## src/design/gsfr_pkg.sv

```systemverilog
// Package for the GPIO status frame reporter.
// Holds the status codes, frame markers, state and command types.
// No dependencies.
package gsfr_pkg;

    // Per-pin status codes (bit 0 set means driven output)
    localparam logic [2:0] STATUS_OUT_HIGH = 3'h3;
    localparam logic [2:0] STATUS_OUT_LOW  = 3'h1;
    localparam logic [2:0] STATUS_IN_HIGH  = 3'h6;
    localparam logic [2:0] STATUS_IN_LOW   = 3'h4;
    localparam logic [2:0] STATUS_RESET    = 3'h0;

    // Request opcodes
    localparam logic OP_DRIVE = 1'b0;
    localparam logic OP_SCAN  = 1'b1;

    // Frame markers
    localparam logic [7:0] BYTE_START = 8'h53;
    localparam logic [7:0] BYTE_END   = 8'h45;

    // Field widths
    localparam int PIN_W   = 5;
    localparam int LEVEL_W = 30;
    localparam int CNT_W   = 6;

    typedef enum logic [2:0] {
        ST_IDLE,
        ST_SUM,
        ST_START,
        ST_COUNT,
        ST_PINS,
        ST_END
    } state_t;

    typedef enum logic [1:0] {
        SEL_START,
        SEL_COUNT,
        SEL_PIN,
        SEL_END
    } sel_t;

    typedef struct packed {
        logic drive_we;
        logic scan_we;
        logic sum;
        logic load_work;
        logic load_count;
        logic pop;
        sel_t sel;
    } cmd_t;

    typedef struct packed {
        logic work_any;
        logic work_one;
    } stat_t;

endpackage

```

## src/design/gsfr_dp.sv

```systemverilog
// Datapath of the GPIO status frame reporter: status table, active count,
// pending-pin mask and frame byte select. Uses gsfr_pkg.
module gsfr_dp #(
    parameter int PIN_COUNT = 30
) (
    input  logic                      clk,
    input  logic                      rst_n,
    input  gsfr_pkg::cmd_t            cmd,
    input  logic [gsfr_pkg::PIN_W-1:0]   pin,
    input  logic                      drive_high,
    input  logic [gsfr_pkg::LEVEL_W-1:0] input_levels,
    output gsfr_pkg::stat_t           stat,
    output logic [7:0]                frame_byte
);

    localparam int NGRP = (PIN_COUNT + 7) / 8;

    logic [2:0] status_reg [PIN_COUNT];
    logic [2:0] status_next [PIN_COUNT];
    logic [PIN_COUNT-1:0] lv_pin;
    logic [PIN_COUNT-1:0] act;
    logic [NGRP*8-1:0]    act_pad;
    logic [3:0]           grp_reg [NGRP];
    logic [3:0]           grp_next [NGRP];
    logic [gsfr_pkg::CNT_W-1:0] count_reg;
    logic [gsfr_pkg::CNT_W-1:0] count_sum;
    logic [PIN_COUNT-1:0] work_reg;
    logic [PIN_COUNT-1:0] work_next;
    logic [PIN_COUNT-1:0] work_rest;
    logic [gsfr_pkg::PIN_W-1:0] sel_idx;
    logic [2:0]           sel_status;

    // Levels beyond the input field read as low
    assign lv_pin = PIN_COUNT'({{PIN_COUNT{1'b0}}, input_levels});

    // Status table update on drive and scan requests
    always_comb
    begin
        for (int i = 0; i < PIN_COUNT; i++)
        begin
            status_next[i] = status_reg[i];
            if (cmd.drive_we && (gsfr_pkg::PIN_W'(i) == pin))
            begin
                status_next[i] = drive_high ? gsfr_pkg::STATUS_OUT_HIGH
                                            : gsfr_pkg::STATUS_OUT_LOW;
            end
            if (cmd.scan_we && !status_reg[i][0])
            begin
                status_next[i] = lv_pin[i] ? gsfr_pkg::STATUS_IN_HIGH
                                           : gsfr_pkg::STATUS_IN_LOW;
            end
        end
    end

    always_ff @(posedge clk or negedge rst_n)
    begin
        if (!rst_n)
        begin
            for (int i = 0; i < PIN_COUNT; i++)
            begin
                status_reg[i] <= gsfr_pkg::STATUS_RESET;
            end
        end
        else
        begin
            for (int i = 0; i < PIN_COUNT; i++)
            begin
                status_reg[i] <= status_next[i];
            end
        end
    end

    // Mark active pins (driven high or input high)
    always_comb
    begin
        for (int i = 0; i < PIN_COUNT; i++)
        begin
            act[i] = (status_reg[i] == gsfr_pkg::STATUS_OUT_HIGH) ||
                     (status_reg[i] == gsfr_pkg::STATUS_IN_HIGH);
        end
    end

    assign act_pad = (NGRP*8)'(act);

    // Count active pins in groups of eight
    always_comb
    begin
        for (int g = 0; g < NGRP; g++)
        begin
            grp_next[g] = '0;
            for (int b = 0; b < 8; b++)
            begin
                grp_next[g] = grp_next[g] + 4'(act_pad[g*8+b]);
            end
        end
    end

    always_ff @(posedge clk)
    begin
        if (cmd.sum)
        begin
            for (int g = 0; g < NGRP; g++)
            begin
                grp_reg[g] <= grp_next[g];
            end
        end
    end

    // Add the group counts
    always_comb
    begin
        count_sum = '0;
        for (int g = 0; g < NGRP; g++)
        begin
            count_sum = count_sum + gsfr_pkg::CNT_W'(grp_reg[g]);
        end
    end

    always_ff @(posedge clk)
    begin
        if (cmd.load_count)
        begin
            count_reg <= count_sum;
        end
    end

    // Pending-pin mask: load on scan, drop lowest pin as each pin byte leaves
    assign work_rest = work_reg & (work_reg - PIN_COUNT'(1));

    always_comb
    begin
        work_next = work_reg;
        if (cmd.load_work)
        begin
            work_next = act;
        end
        else if (cmd.pop)
        begin
            work_next = work_rest;
        end
    end

    always_ff @(posedge clk or negedge rst_n)
    begin
        if (!rst_n)
        begin
            work_reg <= '0;
        end
        else
        begin
            work_reg <= work_next;
        end
    end

    assign stat.work_any = |work_reg;
    assign stat.work_one = (work_rest == '0);

    // Find the lowest pending pin
    always_comb
    begin
        sel_idx    = '0;
        sel_status = gsfr_pkg::STATUS_RESET;
        for (int i = PIN_COUNT - 1; i >= 0; i--)
        begin
            if (work_reg[i])
            begin
                sel_idx    = gsfr_pkg::PIN_W'(i);
                sel_status = status_reg[i];
            end
        end
    end

    // Frame byte select
    always_comb
    begin
        case (cmd.sel)
            gsfr_pkg::SEL_START: frame_byte = gsfr_pkg::BYTE_START;
            gsfr_pkg::SEL_COUNT: frame_byte = 8'(count_reg);
            gsfr_pkg::SEL_PIN:   frame_byte = {sel_idx, sel_status};
            gsfr_pkg::SEL_END:   frame_byte = gsfr_pkg::BYTE_END;
            default:             frame_byte = gsfr_pkg::BYTE_END;
        endcase
    end

endmodule

```

## src/design/gsfr_ctrl.sv

```systemverilog
// Controller of the GPIO status frame reporter: request handshake and
// frame sequencing. Uses gsfr_pkg.
module gsfr_ctrl (
    input  logic            clk,
    input  logic            rst_n,
    input  logic            in_valid,
    input  logic            op,
    input  logic            out_ready,
    input  gsfr_pkg::stat_t stat,
    output logic            in_ready,
    output logic            out_valid,
    output logic            last,
    output gsfr_pkg::cmd_t  cmd
);

    gsfr_pkg::state_t state_reg;
    gsfr_pkg::state_t state_next;

    always_ff @(posedge clk or negedge rst_n)
    begin
        if (!rst_n)
        begin
            state_reg <= gsfr_pkg::ST_IDLE;
        end
        else
        begin
            state_reg <= state_next;
        end
    end

    // Next state
    always_comb
    begin
        state_next = state_reg;
        case (state_reg)
            gsfr_pkg::ST_IDLE:
            begin
                if (in_valid && (op == gsfr_pkg::OP_SCAN))
                begin
                    state_next = gsfr_pkg::ST_SUM;
                end
            end
            gsfr_pkg::ST_SUM:
            begin
                state_next = gsfr_pkg::ST_START;
            end
            gsfr_pkg::ST_START:
            begin
                if (out_ready)
                begin
                    state_next = gsfr_pkg::ST_COUNT;
                end
            end
            gsfr_pkg::ST_COUNT:
            begin
                if (out_ready)
                begin
                    state_next = stat.work_any ? gsfr_pkg::ST_PINS : gsfr_pkg::ST_END;
                end
            end
            gsfr_pkg::ST_PINS:
            begin
                if (out_ready && stat.work_one)
                begin
                    state_next = gsfr_pkg::ST_END;
                end
            end
            gsfr_pkg::ST_END:
            begin
                if (out_ready)
                begin
                    state_next = gsfr_pkg::ST_IDLE;
                end
            end
            default:
            begin
                state_next = gsfr_pkg::ST_IDLE;
            end
        endcase
    end

    // Outputs and datapath commands
    always_comb
    begin
        in_ready      = 1'b0;
        out_valid     = 1'b0;
        last          = 1'b0;
        cmd.drive_we  = 1'b0;
        cmd.scan_we   = 1'b0;
        cmd.sum       = 1'b0;
        cmd.load_work = 1'b0;
        cmd.load_count = 1'b0;
        cmd.pop       = 1'b0;
        cmd.sel       = gsfr_pkg::SEL_START;
        case (state_reg)
            gsfr_pkg::ST_IDLE:
            begin
                in_ready     = 1'b1;
                cmd.drive_we = in_valid && (op == gsfr_pkg::OP_DRIVE);
                cmd.scan_we  = in_valid && (op == gsfr_pkg::OP_SCAN);
            end
            gsfr_pkg::ST_SUM:
            begin
                cmd.sum       = 1'b1;
                cmd.load_work = 1'b1;
            end
            gsfr_pkg::ST_START:
            begin
                out_valid      = 1'b1;
                cmd.load_count = 1'b1;
                cmd.sel        = gsfr_pkg::SEL_START;
            end
            gsfr_pkg::ST_COUNT:
            begin
                out_valid = 1'b1;
                cmd.sel   = gsfr_pkg::SEL_COUNT;
            end
            gsfr_pkg::ST_PINS:
            begin
                out_valid = 1'b1;
                cmd.sel   = gsfr_pkg::SEL_PIN;
                cmd.pop   = out_ready;
            end
            gsfr_pkg::ST_END:
            begin
                out_valid = 1'b1;
                last      = 1'b1;
                cmd.sel   = gsfr_pkg::SEL_END;
            end
            default:
            begin
                in_ready = 1'b0;
            end
        endcase
    end

endmodule

```

## src/design/gpio_status_frame_reporter.sv

```systemverilog
// Top level of the GPIO status frame reporter.
// Joins gsfr_ctrl and gsfr_dp; uses gsfr_pkg.
//
//   channel   direction  handshake             payload
//   in        input      in_valid / in_ready   op, pin, drive_high, input_levels
//   out       output     out_valid / out_ready frame_byte, last
//
// A drive request yields no bytes. A scan request first updates the status
// table, then registers the grouped active count, then sends the frame
// bytes: 3 + active pins bytes. With out_ready high, one byte per cycle
// is the limit of the lowest-pending-pin search. Reset clears the status
// table to undriven inputs. A stall on out_ready holds the current byte;
// no request is taken while a frame is in progress.
module gpio_status_frame_reporter #(
    parameter int PIN_COUNT = 30
) (
    input  logic        clk,
    input  logic        rst_n,
    input  logic        in_valid,
    output logic        in_ready,
    input  logic        op,
    input  logic [4:0]  pin,
    input  logic        drive_high,
    input  logic [29:0] input_levels,
    output logic        out_valid,
    input  logic        out_ready,
    output logic [7:0]  frame_byte,
    output logic        last
);

    gsfr_pkg::cmd_t  cmd;
    gsfr_pkg::stat_t stat;

    gsfr_ctrl u_ctrl (
        .clk       (clk),
        .rst_n     (rst_n),
        .in_valid  (in_valid),
        .op        (op),
        .out_ready (out_ready),
        .stat      (stat),
        .in_ready  (in_ready),
        .out_valid (out_valid),
        .last      (last),
        .cmd       (cmd)
    );

    gsfr_dp #(
        .PIN_COUNT (PIN_COUNT)
    ) u_dp (
        .clk          (clk),
        .rst_n        (rst_n),
        .cmd          (cmd),
        .pin          (pin),
        .drive_high   (drive_high),
        .input_levels (input_levels),
        .stat         (stat),
        .frame_byte   (frame_byte)
    );

    // Never take a request while a frame byte is on offer
    a_no_overlap: assert property (@(posedge clk) disable iff (!rst_n)
        !(in_ready && out_valid))
        else $error("request taken during frame");

    // Closing byte frees the input side
    a_end_frees: assert property (@(posedge clk) disable iff (!rst_n)
        (out_valid && out_ready && last) |=> in_ready)
        else $error("no return to idle after frame end");

    // Scan request leads to a start byte after the count cycle
    a_scan_starts: assert property (@(posedge clk) disable iff (!rst_n)
        (in_valid && in_ready && op) |=> !out_valid ##1
        (out_valid && !last && frame_byte == gsfr_pkg::BYTE_START))
        else $error("scan did not open a frame");

    // Drive request yields no output
    a_drive_quiet: assert property (@(posedge clk) disable iff (!rst_n)
        (in_valid && in_ready && !op) |=> (in_ready && !out_valid))
        else $error("drive produced output");

endmodule
```

## config.mk

```make
export PLATFORM = sky130hd
export DESIGN_NAME = gpio_status_frame_reporter
export DESIGN_NICKNAME = d
export VERILOG_FILES = /design/src/design/gsfr_pkg.sv /design/src/design/gsfr_dp.sv /design/src/design/gsfr_ctrl.sv /design/src/design/gpio_status_frame_reporter.sv
export SDC_FILE = /design/constraint.sdc
export NUM_CORES = 1
export LEC_CHECK = 0
export BUFFER_PORTS_ARGS = -buffer_cell sky130_fd_sc_hd__buf_4
export CAP_MARGIN = 20
export CELL_PAD_IN_SITES_DETAIL_PLACEMENT = 1
export CELL_PAD_IN_SITES_GLOBAL_PLACEMENT = 1
export CORE_UTILIZATION = 30
export CTS_BUF_LIST = sky130_fd_sc_hd__clkbuf_8
export DETAILED_ROUTE_END_ITERATION = 10
export PLACE_DENSITY = 0.55
export SLEW_MARGIN = 10
export SYNTH_ARGS = -nofsm -noshare
export SYNTH_HDL_FRONTEND = slang
export SYNTH_SLANG_ARGS = --single-unit
```

## constraint.sdc

```tcl
create_clock -name clk -period 2.9 [get_ports clk]
set_input_delay 0.58 -clock clk [delete_from_list [all_inputs] [get_ports clk]]
set_output_delay 0.58 -clock clk [all_outputs]
set_load 0.05 [all_outputs]
```

==> results.txt <==
- Mean cell area of the mapped netlist: 9.097 um2
- Num ports: 52
- The most common cell in the synthesized netlist is dfrtp_1.
* Global routing usage summed across all routing layers: 0.2177
- Area delta synth->final: 26.88%
* Final setup skew: 15.15 ps
* Met1 Track Usage GR: 0.3105
* Num Clock Sinks: 144
- In this run, synthesis produced a sequential element count of 144.
* Clock period minus final worst setup slack: 3297 ps
- In the routed design, unresolved DRC markers number 0.
- Starting DRT DRC Count: 403
- Cells after synthesis: 982
- The analysis attributes to cell leakage a power of 5.206 nW.
- GR met3 Demand/Resource: 0.03215
- Across the VDD grid, the largest voltage drop is 0.0004549 V.
* Area share of the largest cell type after synthesis: 0.3445
* Count of final hold-check violations: 0
- In this run the clock root is driven by a clkbuf_8.
- After clock tree synthesis, the clock-pin slew on the worst setup and hold paths is 90 ps.
* Crit Path Max Fanout: 3
- Timing would allow up to 303.3 MHz.
- Count of final setup violators: 12
- The most numerous cell type found on the critical path is buf_6.
- The floorplan has 62 rows.
* Violated checks: negative setup slack
* Endpoint of the worst setup timing path: frame_byte[0]
- Entering global routing, the biggest net connects 91 pins.
- Pwr Density: 1201 mW/mm2
- Global placer's final weighted congestion: 0.8421
* Launching point of the worst reg2reg path: u_dp.status_reg[86]$_DFFE_PN0P_
* Met2 Track Usage GR: 0.3408
- Measured against its own limit, the worst slew margin works out to 0.4947.
- Once detailed placement completed, the half-perimeter wirelength came to 24040 um.
* Antenna violations before repair: 0
- Path category of the worst min-delay check: input port to asynchronous set/reset pin
- Ranked by instance count, the synthesized netlist is headed by 123 x dfrtp_1, 107 x nand2_1, 91 x nor2_1.
- The critical path is of the register to output port type.
- Number of buffers inserted during clock tree synthesis: 17
- In the routed layout, each cell is associated on average with a via count of 5.144.
- In this run the most used layer during global routing was met2.
- Of the synthesized area, sequential elements account for 0.4151.
- Flip-flop count of the largest register, all copies and words added: 90
- The repair_antennas step left the layout with diodes totalling 0.
- Count of cell types in the netlist: 73
- Endpoint required time on the critical path: 2320 ps
- Critical path data arrival time: 2720 ps
- Worst reg2reg endpoint: u_dp.grp_reg[0][1]$_DFFE_PP_
- Clock H-tree levels: 4
- Transition at the pin with the smallest max-transition slack: 758.0 ps
* Floorplan core area: 0.02901 mm2
- In the final layout, the share of cells above drive strength 1 is 0.2706.
- Routed WL: 31690 um
* Endpoint class of the critical path: output port
- For this run, the leading register cell type out of synthesis is dfrtp_1.
- Max-cap viol count: 0
* TritonRoute pass-1 iters: 5
- Max-slew violation count: 0
* Starting density of the core: 0.3079
- Critical Path, Cell by Cell: nor2b_2 > buf_4 > buf_6 > a221o_1 > a21oi_2 > o311a_1 > o211ai_1 > a211o_1 > o2bb2ai_2 > buf_6
- After global routing the overflow that remains totals 0.
- Most area-consuming cells after synthesis: dfrtp_1 34%, edfxtp_1 7.1%, nand2_1 4.5%
* Average wire per cell in the routed design: 20.76 um
- In this run the cell area of the synthesized design comes to 0.008934 mm2.
* First-pass GRT wire length: 50090 um
- Outcome: finished with violations
- The floorplan step defined a die boundary enclosing 0.03047 mm2.
- Number of nets in the finished design: 1209
- The via count of the first global-routing pass was 8450.
* Deepest clock path buffer count: 2
* Synth area leader: dfrtp_1
- Maximum cell stage delay along the critical path: 380 ps
- The synthesized design contains 21 enable-type register cells.
- RSZ-0062 raised after global routing: yes
- The design draws 0.01361 W.
* Post-layout worst setup margin: -397.3 ps
- In this run the vertical extent of the chip is 174.6 um.
- The detail route stage leaves a number of antenna-violating nets equal to 0.
* X dimension of the die: 174.6 um
* Proportion of synthesized flip-flops having asynchronous set or reset: 0.8542
* Final critical-path share of the clock period: 1.137
- End-of-flow core utilization: 0.3907
- The worst register-to-register path has a depth of 11.
* Number of synthesis warnings: 0
- Setup crit start kind: register
* Library cell contributing the largest single delay on the critical path: dfrtp_1
- In this run the register-to-register setup slack is -160 ps.
- The critical path starts at u_dp.work_reg[29]$_DFFE_PN0P_.
- TritonCTS built the clock tree.
* Vias after detailed routing: 7850
- During placement, the flow inserted port buffers numbering 51.
- Worst skew pair latency: 460 ps
- Post-synthesis net count: 1062
-- logic make-up after synthesis --
| group | count (synthesis) | share of synthesized area |
|---|---|---|
| XOR/XNOR | 37 | 0.03628 |
| multiplexers | 33 | 0.03698 |
| flip-flops | 144 | 0.4151 |
| AND/OR/NAND/NOR | 340 | 0.1881 |
| AO/OA/AOI/OAI | 267 | 0.1948 |
| buffers and inverters | 121 | 0.05616 |
| adder cells (fa/ha/maj) | 40 | 0.07255 |
-- critical path: cells and delay by family (launching register included) --
kind	cells	cell delay (ps)
AOI/OAI and AO/OA	6	1320
and+or+nand+nor	1	160
DFF	1	380
buffers and inverters	3	410
-- worst min path at each step --
| stage | cells after the start | from | slack [ps] | endpoint |
|---|---|---|---|---|
| 2_1_floorplan | 0 | rst_n | 280 | u_ctrl.state_reg[0]$_DFFE_PN0P_ |
| 3_3_place_gp | 2 | u_dp.status_reg[72]$_DFFE_PN0P_ | 510 | u_dp.status_reg[72]$_DFFE_PN0P_ |
| 3_5_place_dp | 2 | u_dp.status_reg[72]$_DFFE_PN0P_ | 520 | u_dp.status_reg[72]$_DFFE_PN0P_ |
| 4_1_cts | 2 | rst_n | 170 | u_dp.status_reg[34]$_DFFE_PN0P_ |
| 5_1_grt | 2 | rst_n | 170 | u_dp.status_reg[40]$_DFFE_PN0P_ |
| 6_report | 2 | rst_n | 140 | u_dp.status_reg[40]$_DFFE_PN0P_ |
-- power breakdown --
group / switching (W) / internal (W) / leakage (nW)
Sequential: 0.000674 / 0.00299 / 1.69
Combinational: 0.00461 / 0.00360 / 3.30
Clock: 0.000862 / 0.000873 / 0.211
Total: 0.00614 / 0.00747 / 5.21
-- area by class of cell --
cell class                      instances  area, um2
Sequential cell                       144       3716
Fill cell                            3403      17680
Inverter                               70      262.8
Clock buffer                           18      247.7
Tap cell                              384      480.5
Timing Repair Buffer                  179       1398
Multi-Input combinational cell        717       5067
Clock inverter                         14      162.7
-- layer usage --
layer  wire length, um  vias up
li1                  -     3732
met2             14480      111
met4               671        0
met1             15610     3971
met5                 0        -
met3               927       36
-- cells in the final DEF (no fill, tap or decap), types with 7 or more instances in the layout --
master and count:
a31oi_1 7, inv_2 10, a22o_1 7, edfxtp_1 21, nand3_1 14, buf_4 167
nor2b_1 12, buf_6 11, mux2i_1 33, nor3_1 18, or2_2 11, fa_1 14
xor2_1 28, clkbuf_8 18, and2_1 12, inv_1 61, a211oi_1 7, nand2_1 106
ha_1 16, dfrtp_1 117, nor2_1 88, nand2b_1 27, o21ai_0 71, a21oi_1 52
xnor2_1 9, o22ai_1 13, a21o_1 25
-- timing repair --
action,in CTS,in global routing
hold buffers,0,0
gates resized for setup,46,41
buffers inserted,5,8
hold endpoints to repair,0,0
pin swaps,19,22
setup endpoints to repair,14,20
-- metrics by stage --
stage | hold slack [ps] | cells | setup WS [ps] | TNS [ps] | instance area, um2
3_5_place_dp | 517.2 | 1483 | -138.8 | -847.8 | 10500
5_1_grt | 171.7 | 1526 | -493.5 | -3429 | 11330
6_report | 140.5 | 1526 | -397.3 | -2021 | 11330
3_3_place_gp | 509.6 | 1483 | -69.62 | -423.1 | 10500
4_1_cts | 169.4 | 1518 | -531.1 | -2602 | 11120
2_1_floorplan | 284.4 | 982 | -40.07 | -106.1 | 8971
Note: power is estimated with default switching activity, not from simulation.
